### config.mk
export PLATFORM = sky130hd
export DESIGN_NAME = keypad_matrix_debounce_events
export DESIGN_NICKNAME = d
export VERILOG_FILES = /design/src/rtl/kmd_pkg.sv /design/src/rtl/kmd_front.sv /design/src/rtl/kmd_fifo.sv /design/src/rtl/kmd_back.sv /design/src/rtl/keypad_matrix_debounce_events.sv
export SDC_FILE = /design/constraint.sdc
export NUM_CORES = 1
export LEC_CHECK = 0
export BUFFER_PORTS_ARGS = -buffer_cell sky130_fd_sc_hd__buf_4
export CORE_ASPECT_RATIO = 1.2
export CORE_MARGIN = 1.5
export CORE_UTILIZATION = 37
export CTS_BUF_LIST = sky130_fd_sc_hd__clkbuf_16
export DETAILED_ROUTE_END_ITERATION = 16
export PLACE_DENSITY_LB_ADDON = 0.25
export SLEW_MARGIN = 0
export SYNTH_ARGS = -nofsm -noshare
export SYNTH_HDL_FRONTEND = slang
export SYNTH_SLANG_ARGS = --single-unit
### constraint.sdc
create_clock -name clk -period 13.84 [get_ports clk]
set_clock_uncertainty 0.1 [all_clocks]
set_input_delay 1.384 -clock clk [delete_from_list [all_inputs] [get_ports clk]]
set_output_delay 1.384 -clock clk [all_outputs]
set_load 0.01 [all_outputs]
### src/rtl/kmd_pkg.sv
package kmd_pkg;

  // Port widths, fixed by the field layout
  localparam int IN_TDATA_W   = 56;  // 51 payload bits, padded to whole bytes
  localparam int OUT_TDATA_W  = 8;
  localparam int CFG_ADDR_W   = 2;
  localparam int CFG_DATA_W   = 8;
  localparam int READ_W       = 8;   // column lines per read

  // Register indexes
  localparam logic [CFG_ADDR_W-1:0] REG_ROW_COUNT = 2'd0;
  localparam logic [CFG_ADDR_W-1:0] REG_COL_COUNT = 2'd1;
  localparam logic [CFG_ADDR_W-1:0] REG_DEBOUNCE  = 2'd2;

  // Operation codes (in_tuser)
  localparam logic OP_SAMPLE = 1'b0;
  localparam logic OP_READ   = 1'b1;

  // Command passed from the front end to the back end
  typedef struct packed {
    logic              op;
    logic [2:0]        row;
    logic [READ_W-1:0] pressed;  // per-column pressed pattern of this sample
  } kmd_cmd_t;

  // Queued key event
  typedef struct packed {
    logic       pressed;
    logic [2:0] col;
    logic [2:0] row;
  } kmd_event_t;

  // Effective configuration, plus a one-cycle clear on a count write
  typedef struct packed {
    logic       clear;
    logic [3:0] row_limit;  // rows in use, capped at the row capacity
    logic [3:0] col_limit;  // columns in use, capped at capacity and read width
    logic [7:0] need;       // debounce samples, zero taken as one
  } kmd_cfg_t;

endpackage

### src/rtl/kmd_front.sv
module kmd_front (
  input  logic                        in_tvalid,
  output logic                        in_tready,
  input  logic [kmd_pkg::IN_TDATA_W-1:0] in_tdata,
  input  logic                        in_tuser,
  input  kmd_pkg::kmd_cfg_t           cfg,
  output logic                        push,
  output kmd_pkg::kmd_cmd_t           push_cmd,
  input  logic                        q_full
);
  import kmd_pkg::*;

  logic [2:0]        row;
  logic [READ_W-1:0] idle1, idle2, idle3, act1, act2, act3;
  logic              row_ok;

  assign row   = in_tdata[2:0];
  assign idle1 = in_tdata[10:3];
  assign idle2 = in_tdata[18:11];
  assign idle3 = in_tdata[26:19];
  assign act1  = in_tdata[34:27];
  assign act2  = in_tdata[42:35];
  assign act3  = in_tdata[50:43];

  // A sample counts only with both counts set and the row in range
  assign row_ok = (cfg.col_limit != 4'd0) && ({1'b0, row} < cfg.row_limit);

  assign in_tready = !q_full;

  always_comb begin
    push_cmd.op      = in_tuser;
    push_cmd.row     = row;
    // pressed: high in every idle read, low in every active read
    push_cmd.pressed = idle1 & idle2 & idle3 & ~(act1 | act2 | act3);
    push = in_tvalid && !q_full && ((in_tuser == OP_READ) || row_ok);
  end

endmodule

### src/rtl/kmd_fifo.sv
module kmd_fifo #(
  parameter int DEPTH = 2
) (
  input  logic              clk,
  input  logic              rst_n,
  input  logic              push,
  input  kmd_pkg::kmd_cmd_t push_cmd,
  output logic              full,
  input  logic              pop,
  output logic              not_empty,
  output kmd_pkg::kmd_cmd_t head_cmd
);
  import kmd_pkg::*;

  localparam int PTR_W = (DEPTH > 1) ? $clog2(DEPTH) : 1;
  localparam int CNT_W = $clog2(DEPTH + 1);

  kmd_cmd_t          slot_r [DEPTH];
  logic [PTR_W-1:0]  wp_r, wp_nxt, rp_r, rp_nxt;
  logic [CNT_W-1:0]  cnt_r, cnt_nxt;

  function automatic logic [PTR_W-1:0] bump(input logic [PTR_W-1:0] p);
    return (p == PTR_W'(DEPTH - 1)) ? '0 : p + 1'b1;
  endfunction

  assign full      = (cnt_r == CNT_W'(DEPTH));
  assign not_empty = (cnt_r != '0);
  assign head_cmd  = slot_r[rp_r];

  always_comb begin
    wp_nxt  = push ? bump(wp_r) : wp_r;
    rp_nxt  = pop ? bump(rp_r) : rp_r;
    cnt_nxt = cnt_r;
    if (push && !pop) begin
      cnt_nxt = cnt_r + 1'b1;
    end else if (pop && !push) begin
      cnt_nxt = cnt_r - 1'b1;
    end
  end

  always_ff @(posedge clk) begin
    if (!rst_n) begin
      wp_r  <= '0;
      rp_r  <= '0;
      cnt_r <= '0;
    end else begin
      wp_r  <= wp_nxt;
      rp_r  <= rp_nxt;
      cnt_r <= cnt_nxt;
    end
  end

  always_ff @(posedge clk) begin
    if (push) begin
      slot_r[wp_r] <= push_cmd;
    end
  end

endmodule

### src/rtl/kmd_back.sv
module kmd_back #(
  parameter int MAX_ROWS    = 8,
  parameter int MAX_COLS    = 8,
  parameter int QUEUE_DEPTH = 16
) (
  input  logic                            clk,
  input  logic                            rst_n,
  input  kmd_pkg::kmd_cfg_t               cfg,
  input  logic                            cmd_valid,
  input  kmd_pkg::kmd_cmd_t               cmd,
  output logic                            cmd_pop,
  output logic                            out_tvalid,
  input  logic                            out_tready,
  output logic [kmd_pkg::OUT_TDATA_W-1:0] out_tdata,
  output logic                            out_tuser
);
  import kmd_pkg::*;

  localparam int NK    = MAX_ROWS * MAX_COLS;
  localparam int KEY_W = (NK > 1) ? $clog2(NK) : 1;
  localparam int PTR_W = $clog2(QUEUE_DEPTH);

  localparam logic [1:0] B_IDLE  = 2'd0;
  localparam logic [1:0] B_SCAN  = 2'd1;
  localparam logic [1:0] B_DRAIN = 2'd2;
  localparam logic [1:0] B_POP   = 2'd3;

  typedef struct packed {
    logic       raw;
    logic       stable;
    logic [7:0] cnt;
  } key_t;

  logic [1:0]        state_r, state_nxt;
  logic              key_rd, ring_rd, out_free, last_col;

  // scan context
  logic [2:0]        row_r;
  logic [READ_W-1:0] pressed_r;
  logic [2:0]        col_r;
  logic [KEY_W-1:0]  rd_addr;

  // key state memory, valid bits stand for the cleared state
  key_t              key_mem [NK];
  logic [NK-1:0]     key_vld_r;
  key_t              key_q_r;
  logic              key_v_r;
  logic              wr_pend_r;
  logic [2:0]        wcol_r;
  logic [KEY_W-1:0]  waddr_r;

  // per-key update
  key_t              cur, upd;
  logic              now, ev_push;

  // event ring
  kmd_event_t        ring_mem [QUEUE_DEPTH];
  logic [PTR_W-1:0]  head_r, head_nxt, tail_r, tail_nxt;
  kmd_event_t        evt_q_r;
  logic              empty_r, more_r;

  // output register
  logic                   out_tvalid_r;
  logic [OUT_TDATA_W-1:0] out_tdata_r;
  logic                   out_tuser_r;

  function automatic logic [PTR_W-1:0] bump(input logic [PTR_W-1:0] p);
    return (p == PTR_W'(QUEUE_DEPTH - 1)) ? '0 : p + 1'b1;
  endfunction

  assign out_free = !out_tvalid_r || out_tready;
  assign last_col = (col_r == (cfg.col_limit[2:0] - 3'd1));
  assign rd_addr  = KEY_W'(int'(row_r) * MAX_COLS + int'(col_r));

  // sequencer
  always_comb begin
    state_nxt = state_r;
    cmd_pop   = 1'b0;
    key_rd    = 1'b0;
    ring_rd   = 1'b0;
    unique case (state_r)
      B_IDLE: begin
        if (cmd_valid) begin
          if (cmd.op == OP_SAMPLE) begin
            cmd_pop   = 1'b1;
            state_nxt = B_SCAN;
          end else if (out_free) begin
            cmd_pop   = 1'b1;
            ring_rd   = 1'b1;
            state_nxt = B_POP;
          end
        end
      end
      B_SCAN: begin
        key_rd = 1'b1;
        if (last_col) begin
          state_nxt = B_DRAIN;
        end
      end
      B_DRAIN: state_nxt = B_IDLE;
      B_POP:   state_nxt = B_IDLE;
      default: state_nxt = B_IDLE;
    endcase
  end

  always_ff @(posedge clk) begin
    if (!rst_n) begin
      state_r   <= B_IDLE;
      wr_pend_r <= 1'b0;
    end else begin
      state_r   <= state_nxt;
      wr_pend_r <= key_rd;
    end
  end

  always_ff @(posedge clk) begin
    if (cmd_pop) begin
      row_r     <= cmd.row;
      pressed_r <= cmd.pressed;
      col_r     <= '0;
    end else if (key_rd) begin
      col_r <= col_r + 3'd1;
    end
    if (key_rd) begin
      wcol_r  <= col_r;
      waddr_r <= rd_addr;
      key_q_r <= key_mem[rd_addr];
      key_v_r <= key_vld_r[rd_addr];
    end
  end

  // read-modify-write of one key, in the cycle after its read
  always_comb begin
    cur     = key_v_r ? key_q_r : '0;
    now     = pressed_r[wcol_r];
    upd     = cur;
    if (now == cur.raw) begin
      if (cur.cnt < cfg.need) begin
        upd.cnt = cur.cnt + 8'd1;
      end
    end else begin
      upd.raw = now;
      upd.cnt = 8'd1;
    end
    ev_push = 1'b0;
    if ((upd.cnt >= cfg.need) && (upd.stable != upd.raw)) begin
      upd.stable = upd.raw;
      ev_push    = wr_pend_r;
    end
  end

  always_ff @(posedge clk) begin
    if (wr_pend_r) begin
      key_mem[waddr_r] <= upd;
    end
  end

  always_ff @(posedge clk) begin
    if (!rst_n || cfg.clear) begin
      key_vld_r <= '0;
    end else if (wr_pend_r) begin
      key_vld_r[waddr_r] <= 1'b1;
    end
  end

  // ring pointers; a push into a full ring drops the oldest entry
  always_comb begin
    head_nxt = head_r;
    tail_nxt = tail_r;
    if (cfg.clear) begin
      head_nxt = '0;
      tail_nxt = '0;
    end else if (ev_push) begin
      tail_nxt = bump(tail_r);
      if (bump(tail_r) == head_r) begin
        head_nxt = bump(head_r);
      end
    end else if (ring_rd && (head_r != tail_r)) begin
      head_nxt = bump(head_r);
    end
  end

  always_ff @(posedge clk) begin
    if (!rst_n) begin
      head_r <= '0;
      tail_r <= '0;
    end else begin
      head_r <= head_nxt;
      tail_r <= tail_nxt;
    end
  end

  always_ff @(posedge clk) begin
    if (ev_push) begin
      ring_mem[tail_r] <= '{pressed: upd.stable, col: wcol_r, row: row_r};
    end
    if (ring_rd) begin
      evt_q_r <= ring_mem[head_r];
      empty_r <= (head_r == tail_r);
      more_r  <= (bump(head_r) != tail_r);
    end
  end

  // result register
  always_ff @(posedge clk) begin
    if (!rst_n) begin
      out_tvalid_r <= 1'b0;
    end else if (state_r == B_POP) begin
      out_tvalid_r <= 1'b1;
    end else if (out_tready) begin
      out_tvalid_r <= 1'b0;
    end
  end

  always_ff @(posedge clk) begin
    if (state_r == B_POP) begin
      out_tuser_r <= !empty_r;
      out_tdata_r <= empty_r ? '0 :
                     {more_r, evt_q_r.pressed, evt_q_r.col, evt_q_r.row};
    end
  end

  assign out_tvalid = out_tvalid_r;
  assign out_tdata  = out_tdata_r;
  assign out_tuser  = out_tuser_r;

endmodule

### src/rtl/keypad_matrix_debounce_events.sv
// Keypad matrix scanner with per-key debounce and an event queue. Each input
// beat is either a row sample (in_tuser = 0: a row index and three idle plus
// three active reads of the column lines) or an event read (in_tuser = 1).
// A key is pressed when its column is high in every idle read and low in every
// active read. A key changes its stable state once the same raw value has been
// seen debounce_samples times in a row (0 acts as 1); each change is queued as
// an event, and a full queue drops its oldest event (it holds QUEUE_DEPTH-1).
// Every read beat returns exactly one result beat: out_tuser = 1 with the
// event, or out_tuser = 0 and all-zero data when the queue is empty. Row
// samples give no result. Samples with row_count or col_count at zero, or with
// a row beyond row_count, are dropped at the input. Writing row_count or
// col_count clears all key state and empties the queue at once; write config
// only while no beats are in flight. A row sample is popped in the idle
// state, then the scan state visits each active column (at most 8) - the
// key-state RAM does one read and one write per column, with the last write
// drained in the drain state before the next beat starts. An event read is
// popped in the idle state once the result register is free, with the event
// RAM read into a register; the pop state then loads the result register and
// raises out_tvalid. A two-entry command queue before the execution side keeps
// taking input beats while a result waits on out_tready, until it is full.
module keypad_matrix_debounce_events #(
  parameter int MAX_ROWS    = 8,
  parameter int MAX_COLS    = 8,
  parameter int QUEUE_DEPTH = 16
) (
  input  logic                               clk,
  input  logic                               rst_n,
  // input stream
  input  logic                               in_tvalid,
  output logic                               in_tready,
  // [2:0] row_index, [10:3] idle_read_first, [18:11] idle_read_second,
  // [26:19] idle_read_third, [34:27] active_read_first,
  // [42:35] active_read_second, [50:43] active_read_third, [55:51] zero
  input  logic [kmd_pkg::IN_TDATA_W-1:0]     in_tdata,
  input  logic                               in_tuser,   // [0] operation
  // result stream
  output logic                               out_tvalid,
  input  logic                               out_tready,
  // [2:0] event_row, [5:3] event_col, [6] event_pressed, [7] more_pending
  output logic [kmd_pkg::OUT_TDATA_W-1:0]    out_tdata,
  output logic                               out_tuser,  // [0] event_valid
  // configuration writes
  input  logic                               cfg_we,
  input  logic [kmd_pkg::CFG_ADDR_W-1:0]     cfg_addr,
  input  logic [kmd_pkg::CFG_DATA_W-1:0]     cfg_wdata
);
  import kmd_pkg::*;

  // usable columns: capacity, but never wider than one read
  localparam int COL_CAP = (MAX_COLS < READ_W) ? MAX_COLS : READ_W;

  logic [3:0] row_count_r, row_count_nxt;
  logic [3:0] col_count_r, col_count_nxt;
  logic [7:0] debounce_r, debounce_nxt;
  logic       count_write;
  kmd_cfg_t   cfg;

  logic       q_push, q_full, q_pop, q_not_empty;
  kmd_cmd_t   q_in, q_head;

  // config registers
  always_comb begin
    row_count_nxt = row_count_r;
    col_count_nxt = col_count_r;
    debounce_nxt  = debounce_r;
    count_write   = 1'b0;
    if (cfg_we) begin
      unique case (cfg_addr)
        REG_ROW_COUNT: begin
          row_count_nxt = cfg_wdata[3:0];
          count_write   = 1'b1;
        end
        REG_COL_COUNT: begin
          col_count_nxt = cfg_wdata[3:0];
          count_write   = 1'b1;
        end
        REG_DEBOUNCE:  debounce_nxt = cfg_wdata;
        default:       ;  // unmapped index, ignored
      endcase
    end
  end

  always_ff @(posedge clk) begin
    if (!rst_n) begin
      row_count_r <= 4'd0;
      col_count_r <= 4'd0;
      debounce_r  <= 8'd1;
    end else begin
      row_count_r <= row_count_nxt;
      col_count_r <= col_count_nxt;
      debounce_r  <= debounce_nxt;
    end
  end

  always_comb begin
    cfg.clear     = count_write;
    cfg.row_limit = (int'(row_count_r) < MAX_ROWS) ? row_count_r : 4'(MAX_ROWS);
    cfg.col_limit = (int'(col_count_r) < COL_CAP) ? col_count_r : 4'(COL_CAP);
    cfg.need      = (debounce_r == 8'd0) ? 8'd1 : debounce_r;
  end

  // decode and filter incoming beats
  kmd_front u_front (
    .in_tvalid (in_tvalid),
    .in_tready (in_tready),
    .in_tdata  (in_tdata),
    .in_tuser  (in_tuser),
    .cfg       (cfg),
    .push      (q_push),
    .push_cmd  (q_in),
    .q_full    (q_full)
  );

  // command queue between decode and execution
  kmd_fifo #(
    .DEPTH (2)
  ) u_fifo (
    .clk       (clk),
    .rst_n     (rst_n),
    .push      (q_push),
    .push_cmd  (q_in),
    .full      (q_full),
    .pop       (q_pop),
    .not_empty (q_not_empty),
    .head_cmd  (q_head)
  );

  // key state, debounce, event ring and result register
  kmd_back #(
    .MAX_ROWS    (MAX_ROWS),
    .MAX_COLS    (MAX_COLS),
    .QUEUE_DEPTH (QUEUE_DEPTH)
  ) u_back (
    .clk        (clk),
    .rst_n      (rst_n),
    .cfg        (cfg),
    .cmd_valid  (q_not_empty),
    .cmd        (q_head),
    .cmd_pop    (q_pop),
    .out_tvalid (out_tvalid),
    .out_tready (out_tready),
    .out_tdata  (out_tdata),
    .out_tuser  (out_tuser)
  );

endmodule

==> results.md <==
- Pwr/cell area: 187.4 nW/um2
- Syn nets: 1922
- CTS max path bufs: 3
- Drc violations: 0
- Hold Crit Depth: 2
- Port-buffer cells: 77
- Status: complete, no violations
- Initial core utilization: 37.35%
- Via count: 17313
- P_int: 5.548 mW
- WL final: 80340 um
- Largest net degree at the start of global routing: 93
- Max-slew violations: 0
- Crit. path cell count: 15
- Min-delay worst type: register to register
- Die Height: 345.4 um
- Yosys warning count: 0
- Crit path time final: 5.878 ns
- DIE WIDTH: 288.4 um
- Ant diodes: 0
- CP max stage delay: 0.93 ns
- Fillcell total: 8349
- Worst R2R End: u_back.ring_mem[0][3]
- Worst-path fanout max: 65
- Cts repair resizes: 0
- Critical path buffer and inverter count: 1
- Setup TNS: 0 ns
- Antenna Violating Nets Remaining: 0
- Max-slew headroom: 14.21%
- Multi-input logic area: 9128 um2
- Hold_ws: 0.3664 ns
- Number of DRC markers in iteration 0: 1392
- Family with the most delay on the worst path: simple AND/OR/NAND/NOR gates
- CTS tree: yes
- Critical-path top delay cell: nor3_1
- Dpl ws: 7.921 ns
- Final Hold Viols: 0
- Clock Tree Root: clkbuf_16
- Most common cell after layout, fill and taps aside: edfxtp_1
- Critical Path Source Type: register
- Drt wl/cell: 24.26 um
- Seq/Total Area, Yosys: 73.81%
- Initial antenna violation count: 1
- Cells along the critical path: and2_1 -> ha_1 -> o21ai_0 -> a221oi_1 -> nor3b_1 -> xnor2_1 -> nor2_4 -> buf_4 -> ha_1 -> o21a_1 -> nor2_1 -> nor4_1 -> o311a_1 -> nand2_1 -> nor3_1
- Reg power frac: 47.9%
- Most frequent cells in the layout: edfxtp_1, mux4_2, nor2_1
- H-tree Lvls: 3
- Worst r2r src: u_back.key_v_r
- Synthesized instance count: 1823
- Mapped cell area: 36150 um2
- Vias in the first global route: 18196
- GPL Wtd Cong: 0.7639
- Critical Path RT: 13.99 ns
- Setup violators final: 0
- GRT overflow: 0
- Sw Share: 28.45%
- Crit. End Element: register
- Synth Area per Inst: 19.83 um2
- Clk pwr share: 30.4%
- Tcrit/Tclk final: 42.47%
- Critical Path Start: u_back.key_v_r
- Leakage power: 13.15 nW
- Share of cells above drive strength 1: 26.90%
- Via density: 5.229
- # nets final: 2062
- Pwr Total: 7.754 mW
- Setup slack, reg-to-reg: 7.96 ns
- CP Class: register to register
- Comb pwr share: 21.7%
- Maximum VDD drop: 0.0001269 V
- Final HPWL DP: 48590 um
- Async SR Flop Fraction: 0%
- Worst r2r path cells: 15
- Post-CTS setup buffers: 0
- Io pins: 83
- CTS sink count: 922
- Non-filler cells, final: 3311
- Primary FF master, synth: edfxtp_1
- Crit path DAT: 6.03 ns
- GRT Overall Usage: 16.24%
- Max Fclk: 0.1701 GHz
- Drt first pass iters: 5
- Die area: 99610 um2
- Most repeated library cell on the critical path: ha_1
- First-pass GRT wire length: 118900 um
- Setup ws final: 7.962 ns
- Seq cells post-synth: 922
- Cell Rows: 125
- Cell variety after synth: 49
- Hold path endpoint: u_back.key_vld_r[7]
- Clock latency on the worst-skew pair: 0.64 ns
- Total CTS buffers: 93
- Max Cap Violations: 0
- Post-synth EDFFs: 822
- Switch Pwr: 2.206 mW
- Reg clk slew, reported paths: 0.06 ns
- RSZ-0062 raised after global routing: false
- Placed Instances: 3138
- Register area: 26700 um2
- Core area: 96810 um2
- Hold path startpoint: u_back.key_vld_r[7]
- Worst-Margin Slew: 1.282 ns
- Synthesis-to-layout area growth: 14.43%
- Hold buffer count at CTS: 0
-- worst reg2reg max path, delay by kind of cell, from the launching register on --
| family | cells | cell delay [ns] |
|---|---|---|
| XOR/XNOR | 1 | 0.20 |
| flip-flops | 1 | 0.50 |
| AO/OA/AOI/OAI | 4 | 1.43 |
| AND/OR/NAND/NOR | 7 | 2.12 |
| adder cells (fa/ha/maj) | 2 | 0.56 |
| buffers and inverters | 1 | 0.57 |
-- power by group through the flow --
stage | logic, mW | registers, mW | clock network [mW]
3_5_place_dp | 1.73 | 3.78 | 0
3_3_place_gp | 1.67 | 3.77 | 0
2_1_floorplan | 1.07 | 3.75 | 0
5_1_grt | 1.83 | 3.73 | 2.51
6_report | 1.69 | 3.71 | 2.35
4_1_cts | 1.73 | 3.72 | 2.41
-- per-layer routing --
| layer | vias to the layer above | wire, um | global-route usage [%] |
|---|---|---|---|
| li1 | 7617 | - | - |
| met1 | 9164 | 32620 | 20.74 |
| met2 | 415 | 41450 | 27.99 |
| met3 | 117 | 4126 | 2.823 |
| met4 | 0 | 2138 | 5.161 |
| met5 | - | 0 | 0 |
-- stage by stage --
stage               utilization (%)  area (um2)
finish                        42.73       41370
global route                  42.73       41370
CTS                           42.73       41370
detailed placement            39.78       38510
global placement              39.78       38510
floorplan                         -       36150
-- synth_stat cells, drive strengths merged, types with 2 or more instances --
master	number	share of area [%]
a211oi	6	0.12
a21boi	6	0.12
a21o	5	0.10
a21oi	11	0.15
a31oi	2	0.035
and2	14	0.24
and3	3	0.052
buf	37	0.47
clkbuf	54	0.56
dfxtp	100	5.5
edfxtp	822	68
ha	27	0.93
inv	17	0.18
mux2	11	0.34
mux2i	26	0.76
mux4	263	16
nand2	29	0.30
nand2b	14	0.24
nand3	11	0.15
nand3b	5	0.10
nand4	3	0.052
nand4b	8	0.19
nor2	227	2.4
nor2b	33	0.57
nor3	19	0.26
nor3b	3	0.062
nor4	5	0.087
o21a	3	0.062
o21ai	14	0.19
or3	4	0.069
xnor2	16	0.39
xor2	15	0.36
-- state kept, by name, summed over array words and instances (netlist names), 4 cells and up, named ones only --
register / cells
u_back.tail_r: 4
u_back.head_r: 4
u_back.out_tdata: 8
u_back.key_q_r: 10
u_back.evt_q_r: 7
row_count_r: 4
col_count_r: 4
u_back.ring_mem: 112
u_back.key_vld_r: 64
debounce_r: 8
u_back.waddr_r: 6
u_back.key_mem: 640
u_back.pressed_r: 8
u_fifo.slot_r: 24
-- logic make-up after synthesis --
group	count (synthesis)	share of synthesized area [%]
flip-flops	922	73.81
XOR/XNOR	31	0.7510
adder cells (fa/ha/maj)	27	0.9344
multiplexers	300	17.51
AND/OR/NAND/NOR	380	4.797
buffers and inverters	108	1.204
AO/OA/AOI/OAI	55	0.9932
-- worst max-delay path by stage --
stage / slack, ns / endpoint
6_report: 7.96 / u_back.ring_mem[0][3]
5_1_grt: 7.48 / u_back.ring_mem[0][3]
4_1_cts: 7.90 / u_back.key_mem[58][8]
3_5_place_dp: 7.92 / u_back.key_mem[56][8]
3_3_place_gp: 7.98 / u_back.key_mem[46][8]
2_1_floorplan: 6.03 / u_back.key_mem[0][8]
-- layout make-up --
type	count	area share, %
Clock buffer	98	5.928
Sequential cell	922	64.53
Inverter	17	0.1542
Multi-Input combinational cell	793	22.06
Tap cell	1270	3.841
Timing Repair Buffer	136	2.498
Clock inverter	75	0.9829
(Power assumes the default switching activity.)
